### src/design/hcp_pkg.sv
package hcp_pkg;

	localparam int EDGE_W = 18;
	localparam int DIV_W = 20;
	localparam int SW = DIV_W + 2;
	localparam int HEX_W = 16;

	localparam logic [EDGE_W-1:0] EDGE_RESET = 18'd25600;
	localparam logic [16:0] SQRT3_Q16 = 17'd113512;
	localparam logic [35:0] ROUND_HALF = 36'd32768;

	typedef enum logic [1:0] {
		ANCHOR_0,
		ANCHOR_1,
		ANCHOR_2
	} anchor_t;

endpackage

### src/design/hcp_divider.sv
// restoring divider, one quotient bit per stage, msb first
module hcp_divider #(
	parameter int C = 24
) (
	input  logic clk,
	input  logic arst_n,
	input  logic en,
	input  logic in_valid,
	input  logic [C-1:0] in_n,
	input  logic in_neg,
	input  logic [hcp_pkg::DIV_W-1:0] in_d,
	output logic out_valid,
	output logic [C-1:0] out_q,
	output logic [hcp_pkg::DIV_W-1:0] out_rem,
	output logic [hcp_pkg::DIV_W-1:0] out_d,
	output logic out_neg
);
	localparam int DW = hcp_pkg::DIV_W;

	logic v_s [C+1];
	logic [C-1:0] n_s [C+1];
	logic [C-1:0] q_s [C+1];
	logic [DW-1:0] rem_s [C+1];
	logic [DW-1:0] d_s [C+1];
	logic neg_s [C+1];

	assign v_s[0] = in_valid;
	assign n_s[0] = in_n;
	assign q_s[0] = '0;
	assign rem_s[0] = '0;
	assign d_s[0] = in_d;
	assign neg_s[0] = in_neg;

	for (genvar i = 0; i < C; i++) begin : g_stage
		logic [DW:0] trial;
		logic ge;
		logic [DW:0] diff;

		always_comb begin
			trial = {rem_s[i], n_s[i][C-1]};
			ge = (trial >= {1'b0, d_s[i]});
			diff = trial - {1'b0, d_s[i]};
		end

		always_ff @(posedge clk or negedge arst_n) begin
			if (!arst_n) begin
				v_s[i+1] <= 1'b0;
			end else if (en) begin
				v_s[i+1] <= v_s[i];
			end
		end

		always_ff @(posedge clk) begin
			if (en) begin
				n_s[i+1] <= {n_s[i][C-2:0], 1'b0};
				q_s[i+1] <= {q_s[i][C-2:0], ge};
				rem_s[i+1] <= ge ? diff[DW-1:0] : trial[DW-1:0];
				d_s[i+1] <= d_s[i];
				neg_s[i+1] <= neg_s[i];
			end
		end
	end

	assign out_valid = v_s[C];
	assign out_q = q_s[C];
	assign out_rem = rem_s[C];
	assign out_d = d_s[C];
	assign out_neg = neg_s[C];
endmodule

### config.mk
export PLATFORM = sky130hd
export DESIGN_NAME = hcp_divider
export DESIGN_NICKNAME = d
export VERILOG_FILES = /design/src/design/hcp_pkg.sv /design/src/design/hcp_divider.sv
export SDC_FILE = /design/constraint.sdc
export NUM_CORES = 2
export LEC_CHECK = 0
export BUFFER_PORTS_ARGS = -buffer_cell sky130_fd_sc_hd__buf_2
export CORE_ASPECT_RATIO = 0.6
export CORE_MARGIN = 5
export CORE_UTILIZATION = 47
export CTS_CLUSTER_SIZE = 40
export DETAILED_ROUTE_END_ITERATION = 8
export GPL_ROUTABILITY_DRIVEN = 0
export PLACE_DENSITY_LB_ADDON = 0.15
export SETUP_SLACK_MARGIN = 0.4
export SLEW_MARGIN = 20
export SYNTH_ARGS = -nofsm -noshare
export SYNTH_HDL_FRONTEND = slang
export SYNTH_SLANG_ARGS = --single-unit
### constraint.sdc
create_clock -name clk -period 3.2 [get_ports clk]
set_clock_uncertainty 0.1 [all_clocks]
set_input_delay 0.64 -clock clk [delete_from_list [all_inputs] [get_ports clk]]
set_output_delay 0.64 -clock clk [all_outputs]
set_load 0.05 [all_outputs]
== Yosys cells after proc, flatten, opt, wreduce, memory -nomap -nowiden ==
Cells that the tools add are included.

* Output and inout bits: 66
* Logic and storage cells: 216
* Bits in registers: 1584

* Magnitude comparators: 24
* Add/subtract/negate cells: 24
* Mux-type cells: 24

{| class="wikitable"
|+ Operator list
! operator !! count
|-
| $ge 21x20->1 || 23
|-
| $mux 20 || 23
|-
| $sub 20x20->20 || 23
|-
| $ge 1x20->1 || 1
|-
| $sub 1x20->20 || 1
|-
| $mux 1 || 1
|}

== Depth between registers and ports, before layout ==
* Word-level depth: 2
* Mapped depth: 13

== Worst setup path after synthesis ==
OpenSTA, ideal clock, no wires.

* Path kind: flip-flop to flip-flop
* Start: register d_s[41] (netlist name)
* End: register rem_s (netlist bit g_stage[23].trial[10]) (data pin)
* Stages on the path, launching flop included: 12
* Arrival time: 2.864 ns
* Setup slack: -0.025 ns
* Required time: 2.840 ns
* Setup time: 0.260 ns
* Cells stage by stage: edfxtp_1 -> inv_1 -> ha_1 -> a21o_1 -> a221o_1 -> a22o_1 -> a211o_1 -> a221o_1 -> a21oi_2 -> o31ai_1 -> buf_6 -> mux2_4

* Word-level cells in the longest chain between the ends: 2
* Elaborated cells on any way between the ends: 3
* Classes of those cells: add/sub (1); order compare (1); mux (1)

{| class="wikitable"
|+ Ends and longest elaborated chain
! what !! RTL line !! text
|-
| from (decl) || hcp_divider.sv:24 || <nowiki>logic [DW-1:0] d_s [C+1];</nowiki>
|-
| from (signal, indexed assignment) || hcp_divider.sv:58 || <nowiki>d_s[i+1] <= d_s[i];</nowiki>
|-
| $sub 20x20->20 or $ge 21x20->1 (tied branches) || hcp_divider.sv:42, hcp_divider.sv:41 ||
|-
| $mux 20 (*) || hcp_divider.sv:57 || <nowiki>rem_s[i+1] <= ge ? diff[DW-1:0] : trial[DW-1:0];</nowiki>
|-
| to (signal, indexed assignment) || hcp_divider.sv:57 ||
|-
| to (decl) || hcp_divider.sv:23 || <nowiki>logic [DW-1:0] rem_s [C+1];</nowiki>
|}

Mark *: on every way between the ends. The rest lies on a longest branch, timed or not.
A chain may end at the register's enable or synchronous reset.

== Worst setup path in the final report ==
* Start: register d_s[41] (netlist name)
* End: register rem_s (netlist bit g_stage[23].trial[4]) (data pin)

Same word-level chain as after synthesis.

==> results.txt <==
- Type of element launching the critical path: flop
- Data on the critical path is required at its endpoint by 3.64 ns.
* Instance count of the mapped netlist: 5882
* Portion of total power attributed to sequential cells: 32.5%
- Fraction of the yosys area taken by sequential cells: 62.0%
- The initial antenna violation count is 4.
- Number of setup violations in the final report: 56
* Leading cell types by count after synthesis: sky130_fd_sc_hd__edfxtp_1 (1560), sky130_fd_sc_hd__inv_1 (597), sky130_fd_sc_hd__ha_1 (462), sky130_fd_sc_hd__a21oi_1 (391), sky130_fd_sc_hd__nor2_1 (339)
- The final layout contains 7486 nets.
* Final worst path period need: 3.43 ns
* Depth of the worst register-to-register path: 11
* Overall track demand over capacity in global routing: 20.3%
* Clock insertion delay at the later pin of the skew report: 0.79 ns
* Primary flip-flop cell chosen by synthesis mapping: sky130_fd_sc_hd__edfxtp_1
- Row generation in the floorplan step produced 114 rows.
- Setup repair after global routing missed its margin: yes
- The tree is rooted in a sky130_fd_sc_hd__clkbuf_16.
* Slew at the pin with the worst max-slew slack: 0.651 ns
- The hold violation count in the final report was 0.
- Power spread over the standard cell area amounts to 1010 nW/um^2.
* Initial Util: 47.4%
* Most frequently used cell type in the post-synthesis netlist: sky130_fd_sc_hd__edfxtp_1
- The average instance in the mapped netlist occupies 13.0 sq um.
* Outcome: finished with violations
- The worst hold path belongs to the class primary input to flop.
- Pre-Repair DR Iteration Count: 5
- Summing over every cut layer, the via total after detailed routing is 50265.
* Post-DRT Antenna Nets: 0
- Across the run, the number of max-cap violations was 0.
- Placeable core region: 161000 sq um
- Cell Int Power: 63.8 mW
* Sum of negative setup slack: -6.87 ns
- STA classifies the critical path endpoint as a flop.
* Critical path arrival: 3.87 ns
* Layout cell share with drive strength beyond 1: 29.8%
* Share of synthesized registers carrying an async set or reset: 1.52%
* Post-route standard cell area excluding fillers: 97800 sq um
- For this design the top-level I/O count stands at 115.
- Maximum fanout along the worst path: 18
* Util after Layout: 60.6%
- The die covers 171000 sq um.
- Maximum number of pins on one net before global-route repair: 92
- The startpoint identified for the worst register-to-register timing path is d_s[41].
- The die is 323 microns tall.
- Number of CTS-inserted buffers: 164
- In this run the power spent charging and discharging nets is 34.5 mW.
* Main area contributors after synthesis: sky130_fd_sc_hd__edfxtp_1 (61%), sky130_fd_sc_hd__ha_1 (7.6%), sky130_fd_sc_hd__inv_1 (2.9%), sky130_fd_sc_hd__a21oi_1 (2.6%), sky130_fd_sc_hd__xnor2_1 (2.5%)
* Largest buffer count on any clock path: 4
- Clk sink count: 1584
- Netlist Area Pre-Place: 76500 sq um
- CTS clock-pin slew for the worst setup and hold paths: 0.06 ns
* Total Wirelength: 182000 microns
- The via count of the first global-routing pass is 47325.
* Logic pwr share: 48.6%
- DRC violations left: 0
* Unique cell type count in the Yosys netlist: 86
* Last element of the critical path: g_stage[23].trial[4]
- The setup check on the worst reg-to-reg path leaves a slack of -0.23 ns.
- Max-Slew Margin vs Limit: 56.6%
- The critical path is of the flop to flop type.
- Worst setup timing slack at the placement stage: -0.285 ns
* Top-area cell type share of the netlist area: 61.2%
- Leakage power total: 39.4 nW
- The first global-routing pass estimated 274000 microns of wire.
- End of the worst register-to-register path: g_stage[23].trial[4]
* Net switching fraction of the power: 35.1%
* Synth Net Count: 6416
* Maximum VDD drop: 0.469 mV
- The H-tree was split into 4 levels.
- Counting flops and latches in the post-synthesis netlist gives 1584.
- For this run the aggregate overflow at the end of global routing stands at 0.
- Across all setup checks in the final design, the least slack found is -0.231 ns.
- Clock tree from TritonCTS: built
* Layout-stage area growth over the synthesis result: 27.8%
- The critical path starts at d_s[41].
- Buffers placed on the I/O ports in this run total 114.
- The synthesized design contains 1560 enable-type register cells.
* DP HPWL: 123000 microns
* Yosys Warn Count: 0
* Failing checks: negative setup slack
* Die width: 531 microns
- 1st-iter DRT viols: 4453
- Total cell area at the placement stage: 84300 sq um
- Detail-routed net length per standard cell: 19.7 microns
- In the routed layout, each cell is associated on average with a via count of 5.45.
- The design draws 98.4 mW.
- Top cell type by total area after synthesis: sky130_fd_sc_hd__edfxtp_1
* Ratio of final minimum period to clock period: 107%
- Max-slew violation count: 0
- The clock network accounts for 19.0% of the total power.
- FMAX: 291 MHz
==> registers in the layout, summed over array words and instances (netlist names) <==
signal and count:
n_s 253, q_s 276, out_rem 20, d_s 460, out_neg 1, out_valid 1, out_q 24, g_stage.trial 483
neg_s 23, v_s 23, out_d 20
==> power by group through the flow <==
stage                     combinational [mW]  clock [mW]  sequential, mW
final                                   47.8        18.7            31.9
after global routing                    51.5        20.1            32.3
after CTS                               42.5        19.2            31.8
after detailed placement                36.4           0            32.0
after global placement                  35.7           0            32.0
after floorplan                         25.3           0            31.2
==> worst max-delay path, stage by stage, from the launching register on <==
cell	delay [ns]
sky130_fd_sc_hd__edfxtp_1	0.40
sky130_fd_sc_hd__inv_2	0.09
sky130_fd_sc_hd__ha_4	0.20
sky130_fd_sc_hd__a21o_1	0.20
sky130_fd_sc_hd__a221o_1	0.44
sky130_fd_sc_hd__a22o_4	0.28
sky130_fd_sc_hd__a211o_1	0.32
sky130_fd_sc_hd__a221o_1	0.34
sky130_fd_sc_hd__a21oi_2	0.22
sky130_fd_sc_hd__o31ai_4	0.09
sky130_fd_sc_hd__buf_12	0.17
sky130_fd_sc_hd__mux2_4	0.31
==> cell usage in the layout (no fill, tap or decap), drive strengths merged, types with 57 or more instances in the layout <==
cell / netlist / final
xor2: 146 / 146
a21o: 190 / 190
buf: 68 / 979
inv: 609 / 614
nor2b: 69 / 69
a21oi: 392 / 392
mux2: 207 / 207
o21ai: 295 / 296
nor3: 57 / 57
edfxtp: 1560 / 1560
nand2: 313 / 313
ha: 462 / 462
nor2: 339 / 339
nand4: 72 / 72
nand3: 84 / 84
clkbuf: 67 / 213
xnor2: 216 / 216
==> layer usage <==
metal	vias up	routed length (microns)	GRT usage, %
met5	-	0	0
met4	0	2620	3.66
met3	210	14900	4.69
met2	1642	69100	25.5
met1	24525	95300	34.9
li1	23888	-	-
==> timing repair <==
action / in CTS / in global routing
hold endpoints to repair: 67 / 0
hold buffers: 44 / 0
pin swaps: 223 / 214
cloned: 23 / 13
gates resized for setup: 594 / 475
setup endpoints to repair: 479 / 479
setup buffers: 170 / 126
==> area by class of cell <==
type | count | area, sq um
clock inverters | 85 | 838
diodes | 1 | 2.50
fillers | 12352 | 63700
well taps | 2146 | 2690
clock buffers | 199 | 4300
flip-flops and latches | 1584 | 47400
inverters | 609 | 2330
multi-input cells | 3556 | 30900
repair buffers | 1037 | 9250
==> how the worst min path moves through the flow <==
stage                        start         to  slack (ns)  cells past startpoint
after CTS                 in_d[16]   d_s[476]       0.007                      1
final                     in_d[16]   d_s[476]        0.07                      1
after detailed placement  n_s[188]   n_s[165]        0.30                      0
after global placement    neg_s[5]   neg_s[4]        0.30                      0
after floorplan             arst_n  out_valid        0.24                      0
after global routing      in_d[16]   d_s[476]        0.03                      1
==> stage by stage <==
stage	instances	hold slack [ns]
6_report	9217	0.0729
5_1_grt	9217	0.0251
4_1_cts	9077	0.00747
3_5_place_dp	8556	0.305
3_3_place_gp	8556	0.300
2_1_floorplan	5882	0.244
==> logic make-up (layout without fill, tap and decap cells) <==
family                   after synthesis  count (layout)  synth area share (%)
AO/OA/AOI/OAI                       1289            1291                  10.8
XOR/XNOR                             362             362                  4.14
adder cells (fa/ha/maj)              485             485                  8.16
buffers and inverters                744            1930                  3.93
flip-flops                          1584            1584                  62.0
multiplexers                         235             235                  3.50
other                                  0               1                     0
AND/OR/NAND/NOR                     1183            1183                  7.45
No activity file was read; power rests on OpenSTA's default activity.
